--- src/rtl/core/lmc_pkg.sv ---
// Shared types and fixed constants for the 3x3 strict local minimum counter.
// No dependencies; imported by every module of the block.
package lmc_pkg;

	// register port
	localparam int CFG_AW      = 3;
	localparam int CFG_DW      = 32;
	localparam int ROW_FIELD_W = 13;
	localparam int COL_FIELD_W = 11;

	// result
	localparam int COUNT_W = 21;

	// result queue
	localparam int RES_DEPTH = 4;
	localparam int RES_PW    = $clog2(RES_DEPTH);
	localparam int RES_CW    = $clog2(RES_DEPTH + 1);

	typedef enum logic {
		REG_ROW_COUNT    = 1'b0,
		REG_COLUMN_COUNT = 1'b1
	} lmc_reg_t;

	// where the incoming cell sits in the matrix
	typedef struct packed {
		logic row_ge1;
		logic row_ge2;
		logic col_ge1;
		logic col_ge2;
		logic last_row;
		logic last_col;
	} lmc_pos_t;

	// judged minima for one transaction
	typedef struct packed {
		logic       valid;
		logic       frame_end;
		logic [2:0] hits;
	} lmc_hit_t;

endpackage

--- src/rtl/core/lmc_result.sv ---
// Running count per matrix and a small result queue toward the output channel.
// Depends on lmc_pkg. Fed by lmc_window.
module lmc_result
	import lmc_pkg::*;
(
	input  logic               clk,
	input  logic               arst_n,
	input  logic               restart,
	input  logic               accept_last,
	input  lmc_hit_t           hit,
	output logic               full,
	output logic               count_valid,
	input  logic               count_ready,
	output logic [COUNT_W-1:0] minimum_count
);

	logic [COUNT_W-1:0] running_q;
	logic [COUNT_W-1:0] next_count;
	logic [COUNT_W-1:0] fifo_q [RES_DEPTH];
	logic [RES_PW-1:0]  wr_ptr_q;
	logic [RES_PW-1:0]  rd_ptr_q;
	logic [RES_CW-1:0]  fill_q;
	logic [RES_CW-1:0]  pend_q;
	logic               push;
	logic               take;

	assign next_count = running_q + COUNT_W'(hit.hits);
	assign push       = hit.valid & hit.frame_end;
	assign take       = count_valid & count_ready;

	always_ff @(posedge clk or negedge arst_n) begin
		if (!arst_n)
			running_q <= '0;
		else if (restart)
			running_q <= '0;
		else if (hit.valid)
			running_q <= hit.frame_end ? '0 : next_count;
	end

	always_ff @(posedge clk) begin
		if (push)
			fifo_q[wr_ptr_q] <= next_count;
	end

	always_ff @(posedge clk or negedge arst_n) begin
		if (!arst_n) begin
			wr_ptr_q <= '0;
			rd_ptr_q <= '0;
			fill_q   <= '0;
			pend_q   <= '0;
		end else begin
			if (push)
				wr_ptr_q <= wr_ptr_q + RES_PW'(1);
			if (take)
				rd_ptr_q <= rd_ptr_q + RES_PW'(1);
			case ({push, take})
				2'b10:   fill_q <= fill_q + RES_CW'(1);
				2'b01:   fill_q <= fill_q - RES_CW'(1);
				default: fill_q <= fill_q;
			endcase
			// last cells accepted whose result is not yet taken
			case ({accept_last, take})
				2'b10:   pend_q <= pend_q + RES_CW'(1);
				2'b01:   pend_q <= pend_q - RES_CW'(1);
				default: pend_q <= pend_q;
			endcase
		end
	end

	assign full          = (pend_q == RES_CW'(RES_DEPTH));
	assign count_valid   = (fill_q != '0);
	assign minimum_count = fifo_q[rd_ptr_q];

endmodule

--- config.mk ---
export PLATFORM = sky130hd
export DESIGN_NAME = lmc_result
export DESIGN_NICKNAME = d
export VERILOG_FILES = /design/src/rtl/core/lmc_pkg.sv /design/src/rtl/core/lmc_result.sv
export SDC_FILE = /design/constraint.sdc
export NUM_CORES = 1
export LEC_CHECK = 0
export BUFFER_PORTS_ARGS = -buffer_cell sky130_fd_sc_hd__buf_2
export CORE_MARGIN = 1.5
export CORE_UTILIZATION = 55
export DETAILED_ROUTE_END_ITERATION = 6
export GPL_TIMING_DRIVEN = 0
export PLACE_DENSITY = 0.77
export SLEW_MARGIN = 10
export SYNTH_ARGS = -nofsm -noshare
export SYNTH_HDL_FRONTEND = slang
export SYNTH_SLANG_ARGS = --single-unit
export TNS_END_PERCENT = 100
--- constraint.sdc ---
create_clock -name clk -period 2.25 [get_ports clk]
set_input_delay 0.675 -clock clk [delete_from_list [all_inputs] [get_ports clk]]
set_output_delay 0.675 -clock clk [all_outputs]
set_load 0.01 [all_outputs]
==> flow_summary.yaml, run 1 <==
logic_synthesis:
  yosysTopAreaCell: "edfxtp_1"
  yosysWarnings: 0
  synth_cell_types: 53
  synth_area_um2: 5120
  synthMuxAreaShare_pct: 9.66
  avgSynthCellArea_um2: 15.3
  seq_area_frac_synth_pct: 64.5
  synthAdderAreaFrac_pct: 3.37
  synthTopCellsByArea: "edfxtp_1 49%, dfrtp_1 15%, mux4_2 9.2%"
  synth_top_family_by_area: "multiplexers"
  postSynth.asyncResetShare_pct: 27.0
  yosys.area.top_type_share_pct: 49.3
  synth_compound_area_share_pct: 6.99
  synth_xor_area_share_pct: 4.79
  synth-simple-area-share_pct: 7.80
  synth-edff-count: 84
  synth_nets: 356
  synth-seq-cells: 115
  synthFlopType: "edfxtp_1"
  synth_cells: 334
setup_path:
  critPathKind: "flip-flop to primary output"
  end_kind: "primary output"
  critPathTopFamily: "multiplexers"
  slowest_stage: "mux4_2"
  rr_worst_depth: 7
  critPathRequiredTime_ns: 1.57
  r2r_end: "fifo_q[1][20]$_DFFE_PP_"
  r2r-start: "running_q[0]$_DFFE_PN0P_"
  cp_cell_sequence: "buf_12 -> mux4_2 -> buf_6"
  crit_buf_inv: 2
  cp_max_fo: 9
  r2r_slack_ns: 0.05
  worstSetupStartpointType: "flip-flop"
  critPathMaxStageDelay_ns: 0.54
  worst_ep_arrival_time_ns: 1.79
cells_and_area:
  num_antenna_cells: 0
  area_growth_pct: 20.7
  fill_cells: 610
  register_area_um2: 3300
  layout-drive-gt1-share_pct: 30.2
  multi_input_area_um2: 1750
  final_util_pct: 67.8
  final_nets: 413
worst_hold_path:
  hold_class: "primary input to async pin"
pwr:
  power_mw: 6.80
  vdd_drop_max_mv: 0.707
  p_leak_nw: 2.40
  power-per-cell-area_nw_per_um2: 1100
sta:
  clock.fmax_mhz: 405
  hold_violations: 0
  period_needed_ns: 2.47
  min_period_over_period_pct: 110
  clock_skew_ns: 0.00851
  slew_viol_final: 0
  holdWs_ns: 0.216
  maxSlewHeadroom_pct: 22.8
  setup_ws_ns: -0.219
  tightest_slew_ns: 1.16
  rsz0062_at_grt: "yes"
  setup_viol: 21
clocking:
  numCtsBuffers: 17
  clockRootBuffer: "clkbuf_8"
  clock_path_buffers: 2
  cts_htree_levels: 4
  clk_latency_ns: 0.52
  ctsHoldBuffers: 0
  cts_tree: "built"
  clock-sinks: 115
  clkTransAtPathRegs_ns: 0.05
floorplanning:
  core_area_um2: 9110
  die_area_um2: 9890
  die_x_um: 99.4
  die_h_um: 99.4
  start_util_pct: 56.2
  ios: 33
  rows: 35
global_route:
  grt_pass1_vias: 3027
  grt_overflow: 0
  grt_max_degree: 32
  grt_pass1_wl_um: 16000
  grtUsageTotal_pct: 22.1
  antenna_found_initial: 0
run:
  cap_violations: 0
run_status:
  outcome: "finished with violations"
  violations: "negative setup slack"
route:
  drt_iter0_drc: 336
  routedWlPerCell_um: 20.0
  dr.pass1.iters: 5
  ant_nets: 0
  post-route-drc-count: 0
  num_vias: 3103
  drt-total-wl_um: 10300
  detail_route.vias_per_cell: 6.03
placement:
  dp_hpwl_um: 5990
  place.gp.congestion: 0.849
  port_buffers: 32
final cells by class:
type / count / share of cell area, %
Sequential cell: 115 / 53.4
Multi-Input combinational cell: 185 / 28.4
Clock buffer: 19 / 6.83
Timing Repair Buffer: 38 / 4.23
Tap cell: 111 / 2.25
Buffer: 17 / 1.92
Clock inverter: 13 / 1.90
Inverter: 17 / 1.03
logic make-up (layout without fill, tap and decap cells):
family          after synthesis  after routing
compound gates               48             49
simple gates                 73             73
flops                       115            115
xor+xnor                     28             28
buf+inv                      35            104
mux                          23             23
fa+ha+maj                    12             12
layer usage:
layer | vias up | wire, um | track usage [%] | part of all wire, %
met2 | 140 | 5110 | 34.4 | 50
met1 | 1546 | 4360 | 30.1 | 42
li1 | 1396 | - | - | -
met3 | 21 | 644 | 4.71 | 6.3
met4 | 0 | 186 | 11.1 | 1.8
met5 | - | 0 | 0 | 0
where the power goes:
group / internal (mW) / leakage (nW) / switching, mW
combinational: 0.897 / 0.937 / 0.805
clock: 1.55 / 0.259 / 0.893
sequential: 2.54 / 1.20 / 0.125
cell usage after synthesis, drive strengths merged, types with 4 or more instances:
library cell,instances
a31oi,4
nand2,20
inv,17
o211ai,4
a21oi,6
nor2,9
o21ai,10
nand3,11
or3,5
xnor2,18
and4,4
and2,6
xor2,10
clkbuf,8
mux4,21
edfxtp,84
dfrtp,31
buf,10
and3,7
ha,9
registers in the layout (all words and copies together) (netlist names):
register   flops
fifo_q        84
running_q     21
fill_q         3
pend_q         3
rd_ptr_q       2
wr_ptr_q       2
metrics by stage:
step	TNS (ns)	cells	setup slack, ns	cell area (um2)
after floorplan	-0.313	334	-0.0479	5130
after global routing	-4.69	515	-0.247	6180
after CTS	-4.43	510	-0.242	6070
final	-3.91	515	-0.219	6180
after detailed placement	-22.05	477	-0.488	5430
after global placement	-17.68	477	-0.430	5430
cells in the final DEF (no fill, tap or decap), types with 3 or more instances in the layout:
cell type / count
nand3_1: 11
clkinv_2: 3
clkbuf_1: 7
xnor2_2: 3
a31o_2: 3
nand2_1: 20
clkinv_1: 5
inv_1: 16
or3_1: 4
nor2_1: 8
edfxtp_1: 84
a21oi_1: 6
and3_1: 6
a31oi_1: 4
a22o_1: 3
ha_1: 8
nand4_1: 3
buf_6: 9
o211ai_1: 4
xor2_1: 8
o31ai_1: 3
o21ai_0: 10
dfrtp_1: 30
buf_4: 8
clkbuf_16: 16
mux4_2: 21
buf_2: 28
and2_1: 4
xnor2_1: 15
how the worst max path moves through the flow:
stage                     slack (ns)                    start  cells past startpoint                         to
after floorplan                -0.05                   hit[0]                      7  running_q[14]$_DFFE_PN0P_
after global placement         -0.43                   hit[0]                      8    fifo_q[0][20]$_DFFE_PP_
after detailed placement       -0.49                   hit[0]                      8    fifo_q[3][20]$_DFFE_PP_
after CTS                      -0.24  rd_ptr_q[0]$_DFFE_PN0P_                      3          minimum_count[14]
after global routing           -0.25  rd_ptr_q[0]$_DFFE_PN0P_                      3          minimum_count[14]
final                          -0.22  rd_ptr_q[0]$_DFFE_PN0P_                      3          minimum_count[14]
timing repair:
action / in CTS / in global routing
setup endpoints to repair: 34 / 53
setup buffers: 2 / 4
cloned: 0 / 1
pin swaps: 1 / 5
resized for setup: 20 / 12
(Power assumes the default switching activity.)
==> run 2, diff against run 1 <==
--- a/config.mk
+++ b/config.mk
@@ -7,10 +7,10 @@
 export LEC_CHECK = 0
 export BUFFER_PORTS_ARGS = -buffer_cell sky130_fd_sc_hd__buf_2
 export CORE_MARGIN = 1.5
-export CORE_UTILIZATION = 55
+export CORE_UTILIZATION = 45
 export DETAILED_ROUTE_END_ITERATION = 6
 export GPL_TIMING_DRIVEN = 0
-export PLACE_DENSITY = 0.77
+export PLACE_DENSITY = 0.66
 export SLEW_MARGIN = 10
 export SYNTH_ARGS = -nofsm -noshare
 export SYNTH_HDL_FRONTEND = slang
==> run 2 against run 1 <==
Compared with the run above: the flow still finishes with violations (negative setup slack); wire length fell by 1.7%; sequential share of layout area down 1.2 points; power up 3.7%; cell area grew 2.4%; final cell count is 6.0% higher; clock power up 8%; global-route usage shrank 3.5 points; register-to-register slack improved by 0.02 ns; clock-buffer cell count decreased by 2; sequential cell count unchanged; clock skew down 0.0014 ns; utilization down 10 points; critical endpoint is now minimum_count[0].
==> flow_summary.yaml, run 2 (same netlist as run 1, synthesis figures left out) <==
global_route:
  grt_pass1_wl_um: 16000
  grt_max_degree: 32
  grtUsageTotal_pct: 18.7
  grt_pass1_vias: 3077
  antenna_found_initial: 0
  grt_overflow: 0
setup_path:
  critPathRequiredTime_ns: 1.57
  critPathKind: "flip-flop to primary output"
  worst_ep_arrival_time_ns: 1.71
  r2r_end: "fifo_q[1][20]$_DFFE_PP_"
  critPathTopFamily: "multiplexers"
  crit_buf_inv: 3
  cp_max_fo: 4
  r2r-start: "running_q[0]$_DFFE_PN0P_"
  critPathMaxStageDelay_ns: 0.50
  cp_cell_sequence: "buf_4 -> buf_6 -> mux4_2 -> buf_6"
  rr_worst_depth: 7
  crit_path_start: "rd_ptr_q[0]$_DFFE_PN0P_"
  slowest_stage: "mux4_2"
  worstSetupStartpointType: "flip-flop"
  worst_path_most_repeated_cell: "buf_6"
  r2r_slack_ns: 0.07
  end_kind: "primary output"
floorplanning:
  rows: 38
  die_area_um2: 12000
  core_area_um2: 11000
  ios: 33
  start_util_pct: 46.6
  die_x_um: 110
  die_h_um: 110
clocking:
  clockRootBuffer: "clkbuf_16"
  ctsHoldBuffers: 0
  cts_htree_levels: 4
  clkTransAtPathRegs_ns: 0.06
  clock_path_buffers: 2
  clk_latency_ns: 0.41
  cts_tree: "built"
  clock-sinks: 115
  numCtsBuffers: 17
placement:
  dp_hpwl_um: 6040
  place.gp.congestion: 0.799
  port_buffers: 32
  place_ws_ns: -0.461
  postPlaceCellArea_um2: 5470
route:
  num_vias: 3054
  post-route-drc-count: 0
  drt-total-wl_um: 10100
  detail_route.vias_per_cell: 5.59
  drt_iter0_drc: 228
  routedWlPerCell_um: 18.5
  dr.pass1.iters: 4
  ant_nets: 0
cells_and_area:
  layout-drive-gt1-share_pct: 34.0
  num_antenna_cells: 0
  largest_reg_flops: 84
  area_growth_pct: 23.6
  regMostFlops: "fifo_q"
  final_common_cell: "edfxtp_1"
  design_area_um2: 6320
  final_nets: 415
  reg_top3: "fifo_q (84), running_q (21)"
  mostFrequentLayoutCells: "84 x edfxtp_1, 30 x dfrtp_1, 26 x buf_2"
pwr:
  p_leak_nw: 2.44
  vdd_drop_max_mv: 0.729
  power-per-cell-area_nw_per_um2: 1120
sta:
  setup_viol: 21
  period_needed_ns: 2.38
  min_period_over_period_pct: 106
  slew_viol_final: 0
  rsz0062_at_grt: "yes"
  maxSlewHeadroom_pct: 21.8
  clock.fmax_mhz: 420
  tightest_slew_ns: 1.17
  setup_ws_ns: -0.132
  clock_skew_ns: 0.00711
  hold_violations: 0
  holdWs_ns: 0.328
run:
  cap_violations: 0
worst_hold_path:
  hold_class: "primary input to async pin"
run_status:
  violations: "negative setup slack"
  outcome: "finished with violations"
## run 2: cell types whose count changed in the layout (fill, tap and decap cells not counted), moves of 3 or more
cell and change:
and3_1 -3, and3_2 +3, buf_6 +4, clkinv_1 -3, inv_6 +5, nor2_2 +3
## run 2: cell type report
type                       instances  area [um2]
tap                              140         175
inverter                          17        63.8
fill                             860        4660
timing repair buffer              40         299
sequential                       115        3300
clock inverter                    15         156
multi-input combinational        185        1790
buffer                            17         116
clock buffer                      17         425
## run 2: routing by layer
layer / routed length, um / track usage, %
met5: 0 / 0
met3: 543 / 5.39
met4: 119 / 7.14
met2: 4790 / 27.4
met1: 4670 / 26.4
## run 2: timing repair
action / 4_1_cts / 5_1_grt
setup endpoints to repair: 33 / 48
pin swaps: 0 / 2
cloned: 0 / 1
buffers inserted: 2 / 6
gates resized for setup: 22 / 19
## run 2: worst max-delay path by stage
| stage | cells after the start | to |
|---|---|---|
| after floorplan | 7 | running_q[14]$_DFFE_PN0P_ |
| after global placement | 8 | fifo_q[0][20]$_DFFE_PP_ |
| after detailed placement | 8 | fifo_q[3][20]$_DFFE_PP_ |
| after CTS | 3 | minimum_count[4] |
| after global routing | 3 | minimum_count[4] |
| final | 4 | minimum_count[0] |
## run 2: worst register-to-register path, delay by kind of cell (launching register included)
| family | cells | cell delay (ns) |
|---|---|---|
| buffers and inverters | 1 | 0.04 |
| and+or+nand+nor | 2 | 0.47 |
| AOI/OAI and AO/OA | 1 | 0.26 |
| xor gates and xnor gates | 1 | 0.21 |
| DFF | 1 | 0.38 |
| adders and majority gates | 2 | 0.56 |
## run 2: per-stage QoR
stage / TNS [ns] / power [mW] / cells / utilization, %
CTS: -2.15 / 7.02 / 539 / 56.1
floorplan: -0.313 / 3.70 / 334 / -
global placement: -18.31 / 4.16 / 506 / 49.8
finish: -1.96 / 7.05 / 546 / 57.6
global route: -3.20 / 7.39 / 546 / 57.6
detailed placement: -20.52 / 4.21 / 506 / 49.8
## run 2: where the power goes
group	internal, mW	switching [mW]	leakage, nW
registers	2.54	0.119	1.20
clock network	1.64	0.993	0.276
logic	0.946	0.823	0.968
