==> config.mk <==
export PLATFORM = sky130hd
export DESIGN_NAME = lmc_window
export DESIGN_NICKNAME = d
export VERILOG_FILES = /design/src/rtl/core/lmc_pkg.sv /design/src/rtl/core/lmc_window.sv
export SDC_FILE = /design/constraint.sdc
export NUM_CORES = 1
export LEC_CHECK = 0
export BUFFER_PORTS_ARGS = -buffer_cell sky130_fd_sc_hd__buf_4
export CAP_MARGIN = 25
export CORE_ASPECT_RATIO = 0.9
export CORE_MARGIN = 2
export CORE_UTILIZATION = 34
export DETAILED_ROUTE_END_ITERATION = 10
export PLACE_DENSITY_LB_ADDON = 0.25
export SLEW_MARGIN = 20
export SYNTH_ARGS = -nofsm -noshare
export SYNTH_HDL_FRONTEND = slang
export SYNTH_SLANG_ARGS = --single-unit
==> constraint.sdc <==
create_clock -name clk -period 7.7 [get_ports clk]
set_input_delay 1.54 -clock clk [delete_from_list [all_inputs] [get_ports clk]]
set_output_delay 1.54 -clock clk [all_outputs]
set_load 0.02 [all_outputs]
==> src/rtl/core/lmc_pkg.sv <==
// Shared types and fixed constants for the 3x3 strict local minimum counter.
// No dependencies; imported by every module of the block.
package lmc_pkg;

	// register port
	localparam int CFG_AW      = 3;
	localparam int CFG_DW      = 32;
	localparam int ROW_FIELD_W = 13;
	localparam int COL_FIELD_W = 11;

	// result
	localparam int COUNT_W = 21;

	// result queue
	localparam int RES_DEPTH = 4;
	localparam int RES_PW    = $clog2(RES_DEPTH);
	localparam int RES_CW    = $clog2(RES_DEPTH + 1);

	typedef enum logic {
		REG_ROW_COUNT    = 1'b0,
		REG_COLUMN_COUNT = 1'b1
	} lmc_reg_t;

	// where the incoming cell sits in the matrix
	typedef struct packed {
		logic row_ge1;
		logic row_ge2;
		logic col_ge1;
		logic col_ge2;
		logic last_row;
		logic last_col;
	} lmc_pos_t;

	// judged minima for one transaction
	typedef struct packed {
		logic       valid;
		logic       frame_end;
		logic [2:0] hits;
	} lmc_hit_t;

endpackage

==> src/rtl/core/lmc_window.sv <==
// 3x3 window registers and the neighbor compares for up to four centers per cell.
// Depends on lmc_pkg. Fed by lmc_line_mem, feeds lmc_result.
module lmc_window
	import lmc_pkg::*;
#(
	parameter int VW = 16
) (
	input  logic                 clk,
	input  logic                 arst_n,
	input  logic                 valid_s1,
	input  logic signed [VW-1:0] cell_s1,
	input  logic signed [VW-1:0] top_s1,
	input  logic signed [VW-1:0] mid_s1,
	input  lmc_pos_t             pos_s1,
	output lmc_hit_t             hit_s3
);

	typedef logic signed [VW-1:0] val_t;

	// [row][col]: row 2 and col 2 belong to the newest cell
	val_t     win_q [3][3];
	logic     valid_s2;
	lmc_pos_t pos_s2;
	logic [2:0] rmask;
	logic [2:0] cmask;
	logic       hit_a;
	logic       hit_b;
	logic       hit_c;
	logic       hit_d;
	logic [2:0] hits;

	function automatic logic judge(input val_t w [3][3], input int ci, input int cj,
			input logic [2:0] rm, input logic [2:0] cm);
		logic ok;
		int   di;
		int   dj;
		ok = 1'b1;
		for (int i = 0; i < 3; i++) begin
			for (int j = 0; j < 3; j++) begin
				di = i - ci;
				dj = j - cj;
				if (rm[i] && cm[j] && di >= -1 && di <= 1 && dj >= -1 && dj <= 1
						&& !(di == 0 && dj == 0) && !(w[ci][cj] < w[i][j]))
					ok = 1'b0;
			end
		end
		return ok;
	endfunction

	always_ff @(posedge clk) begin
		if (valid_s1) begin
			for (int r = 0; r < 3; r++) begin
				win_q[r][0] <= win_q[r][1];
				win_q[r][1] <= win_q[r][2];
			end
			win_q[0][2] <= top_s1;
			win_q[1][2] <= mid_s1;
			win_q[2][2] <= cell_s1;
			pos_s2      <= pos_s1;
		end
	end

	always_ff @(posedge clk or negedge arst_n) begin
		if (!arst_n)
			valid_s2 <= 1'b0;
		else
			valid_s2 <= valid_s1;
	end

	assign rmask = {1'b1, pos_s2.row_ge1, pos_s2.row_ge2};
	assign cmask = {1'b1, pos_s2.col_ge1, pos_s2.col_ge2};

	// a cell is judged once its last existing neighbor has arrived
	always_comb begin
		hit_a = pos_s2.row_ge1 && pos_s2.col_ge1 && judge(win_q, 1, 1, rmask, cmask);
		hit_b = pos_s2.row_ge1 && pos_s2.last_col && judge(win_q, 1, 2, rmask, cmask);
		hit_c = pos_s2.last_row && pos_s2.col_ge1 && judge(win_q, 2, 1, rmask, cmask);
		hit_d = pos_s2.last_row && pos_s2.last_col && judge(win_q, 2, 2, rmask, cmask);
		hits  = 3'(hit_a) + 3'(hit_b) + 3'(hit_c) + 3'(hit_d);
	end

	always_ff @(posedge clk or negedge arst_n) begin
		if (!arst_n) begin
			hit_s3 <= '0;
		end else begin
			hit_s3.valid <= valid_s2;
			if (valid_s2) begin
				hit_s3.frame_end <= pos_s2.last_row & pos_s2.last_col;
				hit_s3.hits      <= hits;
			end
		end
	end

endmodule

==> summary.md, run 1 <==
| Metric | Value |
|---|---|
| Status | `complete, no violations` |
| Vias per inst | `5.036` |
| Drt drc | `0` |
| Cell Pwr Density | `198.5 nW/um^2` |
| Area grow syn2layout | `15.12%` |
| Hold Buf Count CTS | `0` |
| Fin. max-slew vios | `0` |
| Nets | `1,285` |
| Post-Route WL | `25.16 mm` |
| Internal power | `1.658 mW` |
| Synth area leader | `edfxtp_1` |
| CTS tree | `yes` |
| Slew @ Worst Pin | `0.9904 ns` |
| CP peak stage delay | `0.61 ns` |
| CTS resizes | `0` |
| First-pass GRT wire length | `39.55 mm` |
| Routability Congestion | `0.8985` |
| Dominant synthesized flop cell | `edfxtp_1` |
| Vias | `7,101` |
| CP max FO | `8` |
| Num ports | `62` |
| Htree depth | `4` |
| Hold WC Path Type | `reg -> reg` |
| CP Launch Type | `flip-flop` |
| Switching share of total power | `30.24%` |
| Warnings from Yosys | `0` |
| Arrival time worst endpoint | `4.22 ns` |
| Inserted Clock Buffers | `17` |
| First-pass iteration count of the detailed router | `4` |
| Avg WL per Cell | `17.84 um` |
| Top cell type's share of synthesized area | `43.30%` |
| Fill count | `2,885` |
| CP required | `8.04 ns` |
| Syn Area/Cell | `11.39 sq um` |
| Final Hold Vio Count | `0` |
| Total GRT Usage | `16.49%` |
| Final worst slack | `3.811 ns` |
| Initial DRC count | `430` |
| Clk_lat worst skew | `0.44 ns` |
| RSZ-0062 raised after global routing | `no` |
| Post-synth EDFFs | `150` |
| Number of routed nets with antenna violations | `0` |
| Largest family of logic cells by synthesized area | `adder cells` |
| Syn nets | `1,204` |
| Async SR Flop Fraction | `3.846%` |
| Tmin final | `3.889 ns` |
| Die height | `169.9 um` |
| Layout cells sized above 1 | `10.03%` |
| Post-DP Area | `11,380 sq um` |
| Fin area | `11,980 sq um` |
| Buffers added on ports | `61` |
| Clk pwr share | `36.7%` |
| Commonest non-fill, non-tap cell in the layout | `ha_1` |
| Most used cell, CP | `ha_1` |
| Clk sinks | `156` |
| GRT overflow | `0` |
| CP max-delay cell | `edfxtp_1` |
| Distinct cell type count after synthesis | `49` |
| Seq pwr share | `45.4%` |
| Most frequent cells in the layout | `233 x ha_1, 158 x inv_1, 150 x edfxtp_1, 61 x buf_4, 54 x a21oi_1` |
| Largest net degree at the start of global routing | `78` |
| Fin util | `39.88%` |
| Compound-Gate Fraction of Synth Area | `11.98%` |
| Critical path, cell by cell | `ha_1, a21o_1, a21oi_1, o21ai_0, a31oi_1, o22ai_1, or4_1, nor4_2, ha_1, inv_1, fa_1, inv_1, ha_1, mux2_2` |
| Initial core utilization | `34.64%` |
| Root Buffer | `clkbuf_16` |
| Simple-gate share of the synthesized area | `8.516%` |
| Worst setup EP type | `flip-flop` |
| Final Setup Violations | `0` |
| Lkg Pwr | `5.459 nW` |
| Vias in the first global route | `7,204` |
| Mux share of post-synthesis cell area | `0.8420%` |
| Max Freq | `257.1 MHz` |
| Final Cycle Share | `50.51%` |
| Final Skew | `0.01232 ns` |
| Critical path buffer and inverter count | `2` |
| Adder-Cell Fraction of Synth Area | `28.22%` |
| XOR/XNOR Fraction of Synth Area | `0%` |
| Mapped Cells | `913` |
| Initial antenna violation count | `0` |
| Clock transition at path regs | `0.08 ns` |
| Horiz. Die Dim | `188.4 um` |
| Switching power | `0.7190 mW` |
| Cell area after synthesis | `10,400 sq um` |
| Std-Cell Core Area | `30,030 sq um` |
| Setup TNS | `0 ns` |
| # rows | `60` |
| Max_slew headroom | `33.98%` |
| Post-CTS Setup Bufs | `0` |
| Combinational share of power | `17.9%` |
| Sequential share of the synthesized area | `44.74%` |
| Largest cells by area after synthesis | `edfxtp_1 43%, ha_1 28%, inv_1 5.7%` |
| Worst IR Drop VDD | `0.1476 mV` |
| CTS Buffer Depth | `2` |
| Dpl hpwl | `19.83 mm` |
| Die area | `32,010 sq um` |
| Maxcap violations | `0` |
| Yosys reg bits | `156` |
| # diodes | `0` |
| Pre-CTS WS | `3.807 ns` |
| CP top delay family | `adder cells` |
| Kind of critical path | `reg -> reg` |
per-stage QoR:
step	std cells	total power [mW]	hold slack, ns
final	1410	2.377	0.4472
after global routing	1410	2.511	0.4563
after CTS	1410	2.402	0.4499
after detailed placement	1378	1.522	0.4329
after global placement	1378	1.514	0.4302
after floorplan	913	1.347	0.4264
logic make-up (layout without fill, tap and decap cells):
group                      after synthesis  count (layout)
adders and majority gates              234             234
AOI/OAI and AO/OA                      191             191
and+or+nand+nor                        166             166
buffers and inverters                  158             252
DFF                                    156             156
muxes                                    8               8
area by class of cell:
cell class	count	area [sq um]	area share [%]
Clock buffer	18	429.2	3.584
Sequential cell	156	4654	38.87
Inverter	158	593.1	4.952
Tap cell	403	504.2	4.211
Timing Repair Buffer	62	469.2	3.918
Multi-Input combinational cell	599	5155	43.05
Clock inverter	14	170.2	1.421
synth_stat cells (all sizes together) (2+ instances only):
master and count:
or4 3, nand4 29, a2111oi 6, nor4 5, nand2b 13, dfrtp 6
nand4b 2, a21oi 54, o21bai 4, a211oi 15, o21a 12, a211o 3
o2111ai 5, o21ai 33, inv 158, mux2 6, and4 3, edfxtp 150
nor2 17, o211ai 11, a221o 2, a31oi 10, o31ai 3, nand3 24
a41o 2, nor2b 14, nor3 14, mux2i 2, a21o 17, ha 233
nand2 37, o22ai 6, a221oi 2
state kept, by name, indices dropped and copies added (netlist names):
register / flops
hit_s3: 5
pos_s2: 4
win_q: 144
valid_s2: 1
cmask: 2
path summary, 6_finish.rpt:
kind	start	to	slack, ns	depth (start not counted)
min in group asynchronous	arst_n	hit_s3[0]	0.88	1
worst min register to register	win_q[99]	win_q[115]	0.45	0
worst min-delay path	win_q[99]	win_q[115]	0.45	0
max in group asynchronous	arst_n	hit_s3[3]	6.69	1
worst max register to register	win_q[75]	hit_s3[1]	3.81	14
worst max-delay path	win_q[75]	hit_s3[1]	3.81	14
per-layer routing:
layer	vias up	GRT usage [%]	share of wire, %
met5	-	0	0
met1	3377	22.26	49
li1	3581	-	-
met4	0	5.095	1.9
met2	110	27.10	46
met3	33	2.825	3.1
power groups by stage:
| stage | clock network [mW] | logic (mW) | registers [mW] |
|---|---|---|---|
| after global routing | 0.928 | 0.494 | 1.09 |
| after CTS | 0.895 | 0.428 | 1.08 |
| final | 0.873 | 0.425 | 1.08 |
| after global placement | 0 | 0.418 | 1.10 |
| after floorplan | 0 | 0.284 | 1.06 |
| after detailed placement | 0 | 0.425 | 1.10 |
Power figures use the tool's default switching activity.
==> run 2: changes to the inputs <==
Settings changed: ABC_AREA from default to 1.
Clock period 7.7 ns to 3.28 ns, I/O delays scaled along.
==> summary.md, run 2 <==
| Metric | Value |
|---|---|
| Vias per inst | `4.723 (-6.2%)` |
| Tmin final | `3.218 ns (-0.6707 ns)` |
| Sequential share of the synthesized area | `43.44% (-1.3 points)` |
| Cell Pwr Density | `438.3 nW/um^2 (+120%)` |
| Fill count | `3,085 (+6.9%)` |
| Reg2Reg Setup Slack | `0.06 ns (-3.75 ns)` |
| Synth area leader | `edfxtp_1` |
| Initial core utilization | `34.58% (-0.062 points)` |
| Initial antenna violation count | `0 (unchanged)` |
| Horiz. Die Dim | `191.1 um (+1.5%)` |
| Slew @ Worst Pin | `0.4598 ns (-0.5305 ns)` |
| # diodes | `0 (unchanged)` |
| Post-Route WL | `24.92 mm (-0.95%)` |
| Layout cells sized above 1 | `14.86% (+4.8 points)` |
| First-pass iteration count of the detailed router | `7 (+3)` |
| Max Freq | `310.7 MHz (+21%)` |
| CP max FO | `4 (-4)` |
| Fin area | `12,880 sq um (+7.5%)` |
| Cell area after synthesis | `10,720 sq um (+3.0%)` |
| Largest net degree at the start of global routing | `69 (-12%)` |
| Die height | `172.4 um (+1.5%)` |
| Dominant synthesized flop cell | `edfxtp_1` |
| Clk_lat worst skew | `0.43 ns (about the same)` |
| Syn nets | `1,404 (+17%)` |
| Maxcap violations | `0 (unchanged)` |
| Largest cells by area after synthesis | `edfxtp_1 42%, ha_1 27%, nand2_1 7.5%` |
| Routability Congestion | `0.8658 (-3.6%)` |
| Die area | `32,950 sq um (+2.9%)` |
| Root Buffer | `clkbuf_16` |
| Most frequent cells in the layout | `223 x ha_1, 209 x nand2_1, 204 x inv_1, 150 x edfxtp_1, 100 x buf_4` |
| First-pass GRT wire length | `39.28 mm (-0.68%)` |
| Async SR Flop Fraction | `3.846% (unchanged)` |
| Lkg Pwr | `6.341 nW (+16%)` |
| Worst r2r dst | `hit_s3[1]` |
| Htree depth | `4 (unchanged)` |
| Buffers added on ports | `61 (unchanged)` |
| CTS Buffer Depth | `2 (unchanged)` |
| Mapped Cells | `1,113 (+22%)` |
| # rows | `61 (+1.7%)` |
| Post-DP Area | `11,750 sq um (+3.3%)` |
| Clock transition at path regs | `0.07 ns (about the same)` |
| Drt drc | `0 (unchanged)` |
| Final Setup Violations | `0 (unchanged)` |
| Hold WC Path Type | `in -> async` |
| Count leader, synth | `ha_1` |
| Total GRT Usage | `15.47% (-1.0 points)` |
| Hold Buf Count CTS | `0 (unchanged)` |
| R2r startpoint | `win_q[79]` |
| Fin. max-slew vios | `0 (unchanged)` |
| Inserted Clock Buffers | `17 (unchanged)` |
| Max reg flops | `144 (unchanged)` |
| Yosys reg bits | `156 (unchanged)` |
| Final Cycle Share | `98.12% (+48 points)` |
| Setup TNS | `0 ns (unchanged)` |
| Kind of critical path | `reg -> reg` |
| Warnings from Yosys | `0 (unchanged)` |
| Vias | `7,845 (+10%)` |
| Post-synth top cells | `233 x ha_1, 215 x nand2_1, 208 x inv_1` |
| CP Launch Type | `flip-flop` |
| GRT overflow | `0 (unchanged)` |
| Status | `complete, no violations` |
| Worst setup EP type | `flip-flop` |
| Distinct cell type count after synthesis | `28 (-43%)` |
| Largest regs | `win_q x144, hit_s3 x5, pos_s2 x4` |
| Clk sinks | `156 (unchanged)` |
| Arrival time worst endpoint | `3.53 ns (-0.69 ns)` |
| Initial DRC count | `368 (-14%)` |
| Vias in the first global route | `7,818 (+8.5%)` |
| Final Skew | `0.02183 ns (+0.009507 ns)` |
| Number of routed nets with antenna violations | `0 (unchanged)` |
| Final Total Pwr | `5.644 mW (+140%)` |
| Dpl hpwl | `19.45 mm (-1.9%)` |
| Max_slew headroom | `69.34% (+35 points)` |
| Worst reg2reg path depth | `19 (+5)` |
| Num ports | `62 (unchanged)` |
| CTS tree | `yes` |
| Commonest non-fill, non-tap cell in the layout | `ha_1` |
| CP required | `3.59 ns (-4.45 ns)` |
| Area grow syn2layout | `20.18%` |
| Std-Cell Core Area | `30,990 sq um (+3.2%)` |
| Nets | `1,530 (+19%)` |
| Top cell type's share of synthesized area | `42.04% (-1.3 points)` |
| Worst IR Drop VDD | `0.2982 mV (+100%)` |
| Syn Area/Cell | `9.627 sq um (-16%)` |
| Post-synth EDFFs | `150 (unchanged)` |
| Avg WL per Cell | `15.00 um (-16%)` |
| Final Hold Vio Count | `0 (unchanged)` |
| Top reg by flops | `win_q` |
run 2: cell count changes after synthesis, sizes merged, moves of 15 or more:
cell   change
a21oi     +52
inv       +51
nand2    +180
nand3     +16
nand4     -15
nor2      +39
run 2: power by group:
part | internal [mW] | switching [mW]
logic | 0.517 | 0.689
registers | 2.35 | 0.138
clock network | 1.06 | 0.886
total | 3.93 | 1.71
run 2: cells by family after synthesis:
logic type	Yosys count	share of synthesized area [%]
simple gates	351	13.81
fa+ha+maj	234	27.39
compound gates	162	7.999
buf+inv	210	7.356
flops	156	43.44
run 2: final cells by class:
class	count	area (sq um)	area share, %
flip-flops and latches	156	4654	36.14
clock inverters	14	138.9	1.079
multi-input cells	747	5508	42.77
well taps	409	511.7	3.974
repair buffers	107	847.1	6.578
inverters	210	788.3	6.121
clock buffers	18	429.2	3.333
run 2: per-layer routing:
layer  vias up  track usage [%]  part of all wire [%]
met2       120            24.94                    45
met3        31            2.091                   2.5
met1      3628            21.51                    51
met4         0            4.916                   1.9
met5         -                0                     0
li1       4066                -                     -
run 2: repair_timing:
item                                    4_1_cts  5_1_grt
resized for setup                             0       48
buffers inserted                              2       38
hold endpoints to repair                      0        0
pin swaps                                     0       19
endpoints found under the setup margin        1        3
run 2: per-stage QoR:
stage	cells	setup slack [ns]	util (%)	hold WS (ns)
global placement	1589	-0.01465	37.91	0.4303
detailed placement	1589	-0.01928	37.91	0.4356
floorplan	1113	0.5687	-	0.3604
global route	1661	-0.02282	41.56	0.01582
CTS	1623	0.03201	39.79	0.01156
finish	1661	0.06157	41.56	0.03118
run 2: critical path, stage by stage, from the launching register on:
cell and delay, ns:
edfxtp_1 0.43, buf_4 0.18, ha_1 0.36, a21oi_1 0.27, o21ai_0 0.16, a21oi_2 0.20
nand2_1 0.08, nand2_1 0.06, nand2_1 0.05, nand2_1 0.06, nand2_1 0.05, nand3_1 0.07
nor2_1 0.04, ha_1 0.29, inv_1 0.06, fa_2 0.33, inv_1 0.07, ha_1 0.23
nand2_1 0.06, nand2_1 0.05
run 2: worst max-delay path by stage:
stage / start / end / slack (ns) / cells after the start
5_1_grt: win_q[78] / hit_s3[1] / -0.02 / 20
3_5_place_dp: win_q[79] / hit_s3[1] / -0.02 / 22
4_1_cts: win_q[78] / hit_s3[1] / 0.03 / 22
3_3_place_gp: win_q[79] / hit_s3[1] / -0.01 / 22
6_report: win_q[79] / hit_s3[1] / 0.06 / 19
2_1_floorplan: win_q[75] / hit_s3[1] / 0.57 / 21
==> run 3: changes to the inputs <==
Settings changed: MAX_ROUTING_LAYER from default to met4.
==> summary.md, run 3 (synthesis results as in run 2) <==
| Metric | Value |
|---|---|
| Status | `complete, no violations` |
| Hold Buf Count CTS | `0 (unchanged)` |
| CP max-delay cell | `edfxtp_1` |
| Max_slew headroom | `61.99% (-7.4 points)` |
| Number of routed nets with antenna violations | `0 (unchanged)` |
| Global-route met3 utilization | `1.685% (-0.41 points)` |
| Initial DRC count | `382 (+3.8%)` |
| Met2 Use GR | `25.32% (+0.38 points)` |
| Total GRT Usage | `15.86% (+0.39 points)` |
| CTS Buffer Depth | `2 (unchanged)` |
| Vias in the first global route | `7,598 (-2.8%)` |
| Busiest grt layer | `met2` |
| Arrival time worst endpoint | `3.44 ns (-0.09 ns)` |
| Nets | `1,525 (-0.33%)` |
| Final Cycle Share | `95.32% (-2.8 points)` |
| Htree depth | `4 (unchanged)` |
| Largest regs | `win_q x144, hit_s3 x5, pos_s2 x4` |
| Final Hold Vio Count | `0 (unchanged)` |
| CP Launch Type | `flip-flop` |
| Final worst slack | `0.1534 ns (+0.09186 ns)` |
| Drt drc | `0 (unchanged)` |
| GRT overflow | `0 (unchanged)` |
| Critical path, cell by cell | `inv_1, ha_4, nand4_1, nor2_1, nand2_1, nand2_1, nand2_1, nand3_2, nor2_2, nand2_1, nor2_2, ha_1, inv_1, fa_1, inv_1, ha_1, nand2_1, nand2_1` |
| # rows | `61 (unchanged)` |
| CP required | `3.59 ns (about the same)` |
| Critical path buffer and inverter count | `3 (unchanged)` |
| Die height | `172.4 um (unchanged)` |
| Crit path depth | `18 (-1)` |
| Vias | `7,885 (+0.51%)` |
| Top reg by flops | `win_q` |
| Final Setup Violations | `0 (unchanged)` |
| CP top delay family | `adder cells` |
| Vias per inst | `4.764 (+0.87%)` |
| Area grow syn2layout | `19.15%` |
| Horiz. Die Dim | `191.1 um (unchanged)` |
| Fin util | `41.20% (-0.36 points)` |
| Buffers added on ports | `61 (unchanged)` |
| # diodes | `0 (unchanged)` |
| R2r startpoint | `win_q[63]` |
| CP Capture Point | `hit_s3[1]` |
| Largest net degree at the start of global routing | `69 (unchanged)` |
| Pre-CTS WS | `0.03973 ns (+0.05901 ns)` |
| Routability Congestion | `0.8931 (+3.2%)` |
| Inst Count DP | `1,588 (-0.063%)` |
| Maxcap violations | `0 (unchanged)` |
| Initial core utilization | `34.58% (unchanged)` |
| Reg2Reg Setup Slack | `0.15 ns (+0.09 ns)` |
| Final Skew | `0.01054 ns (-0.01129 ns)` |
| Kind of critical path | `reg -> reg` |
| Max reg flops | `144 (unchanged)` |
| Clk_lat worst skew | `0.43 ns (about the same)` |
| Slew @ Worst Pin | `0.5701 ns (+0.1103 ns)` |
| Cell Pwr Density | `447.7 nW/um^2 (+2.2%)` |
| Inserted Clock Buffers | `17 (unchanged)` |
| Root Buffer | `clkbuf_16` |
| First-pass iteration count of the detailed router | `5 (-2)` |
| Met1 usage | `21.58% (+0.063 points)` |
| Std-Cell Core Area | `30,990 sq um (unchanged)` |
| Lkg Pwr | `6.323 nW (-0.29%)` |
| Num ports | `62 (unchanged)` |
| CP max FO | `6 (+2)` |
| Avg WL per Cell | `14.82 um (-1.2%)` |
| Worst IR Drop VDD | `0.2775 mV (-6.9%)` |
| Clock transition at path regs | `0.06 ns (about the same)` |
| First-pass GRT wire length | `39.10 mm (-0.47%)` |
| Die area | `32,950 sq um (unchanged)` |
| Post-Route WL | `24.53 mm (-1.5%)` |
| Finished Layout Cells | `1,655 (-0.36%)` |
| Hold WC Path Type | `in -> async` |
| Worst r2r dst | `hit_s3[1]` |
| Max Freq | `319.8 MHz (+2.9%)` |
| CTS tree | `yes` |
| Layout cells sized above 1 | `12.76% (-2.1 points)` |
| Clk sinks | `156 (unchanged)` |
| Worst reg2reg path depth | `18 (-1)` |
| Commonest non-fill, non-tap cell in the layout | `ha_1` |
| Worst setup EP type | `flip-flop` |
| Most used cell, CP | `nand2_1` |
| Worst Setup SP | `win_q[63]` |
| Fin. max-slew vios | `0 (unchanged)` |
| Setup TNS | `0 ns (unchanged)` |
| Tmin final | `3.127 ns (-0.09186 ns)` |
| CP peak stage delay | `0.55 ns (+0.12 ns)` |
| Dpl hpwl | `19.13 mm (-1.7%)` |
| Initial antenna violation count | `0 (unchanged)` |
| Most frequent cells in the layout | `226 x ha_1, 215 x nand2_1, 207 x inv_1, 150 x edfxtp_1, 103 x a21oi_1` |
-- run 3: worst min-delay path by stage --
stage                 end  slack [ns]  cells past startpoint
4_1_cts         hit_s3[2]        0.02                      1
2_1_floorplan   hit_s3[0]        0.36                      0
3_3_place_gp   win_q[129]        0.43                      0
6_report        hit_s3[2]        0.03                      1
5_1_grt         hit_s3[0]        0.02                      1
3_5_place_dp   win_q[127]        0.43                      0
-- run 3: where the power goes --
| group | internal, mW | total, mW | leakage [nW] | switching [mW] |
|---|---|---|---|---|
| Combinational | 0.502 | 1.17 | 4.50 | 0.665 |
| Clock | 1.20 | 2.05 | 0.279 | 0.856 |
| Sequential | 2.35 | 2.50 | 1.55 | 0.145 |
| Total | 4.05 | 5.72 | 6.32 | 1.67 |
-- run 3: final cells by class --
cell class                      count  area (sq um)
Timing Repair Buffer              102         798.3
Clock buffer                       17         425.4
Tap cell                          409         511.7
Fill cell                        3088         18220
Sequential cell                   156          4654
Multi-Input combinational cell    747          5421
Inverter                          210         788.3
Clock inverter                     14         167.7
-- run 3: per-layer routing --
metal	vias up	share of wire, %
li1	4053	-
met1	3688	50
met2	121	46
met3	23	3.1
met4	0	1.5
met5	-	0
-- run 3: timing repair --
item	CTS	global route
setup buffers	0	36
gates resized for setup	0	26
hold endpoints to repair	0	0
setup endpoints to repair	0	3
-- run 3: worst register-to-register path: cells and delay by family, from the launching register on --
kind          cells  cell delay (ns)
fa+ha+maj         4             1.14
buf+inv           3             0.26
flops             1             0.55
simple gates     11             1.07
-- run 3: through the flow --
| stage | hold slack, ns | area (sq um) | power [mW] |
|---|---|---|---|
| after floorplan | 0.3604 | 10720 | 3.225 |
| after global placement | 0.4331 | 11740 | 3.593 |
| after detailed placement | 0.4340 | 11740 | 3.631 |
| after CTS | 0.01549 | 12330 | 5.697 |
| after global routing | 0.02352 | 12770 | 6.073 |
| final | 0.03140 | 12770 | 5.716 |
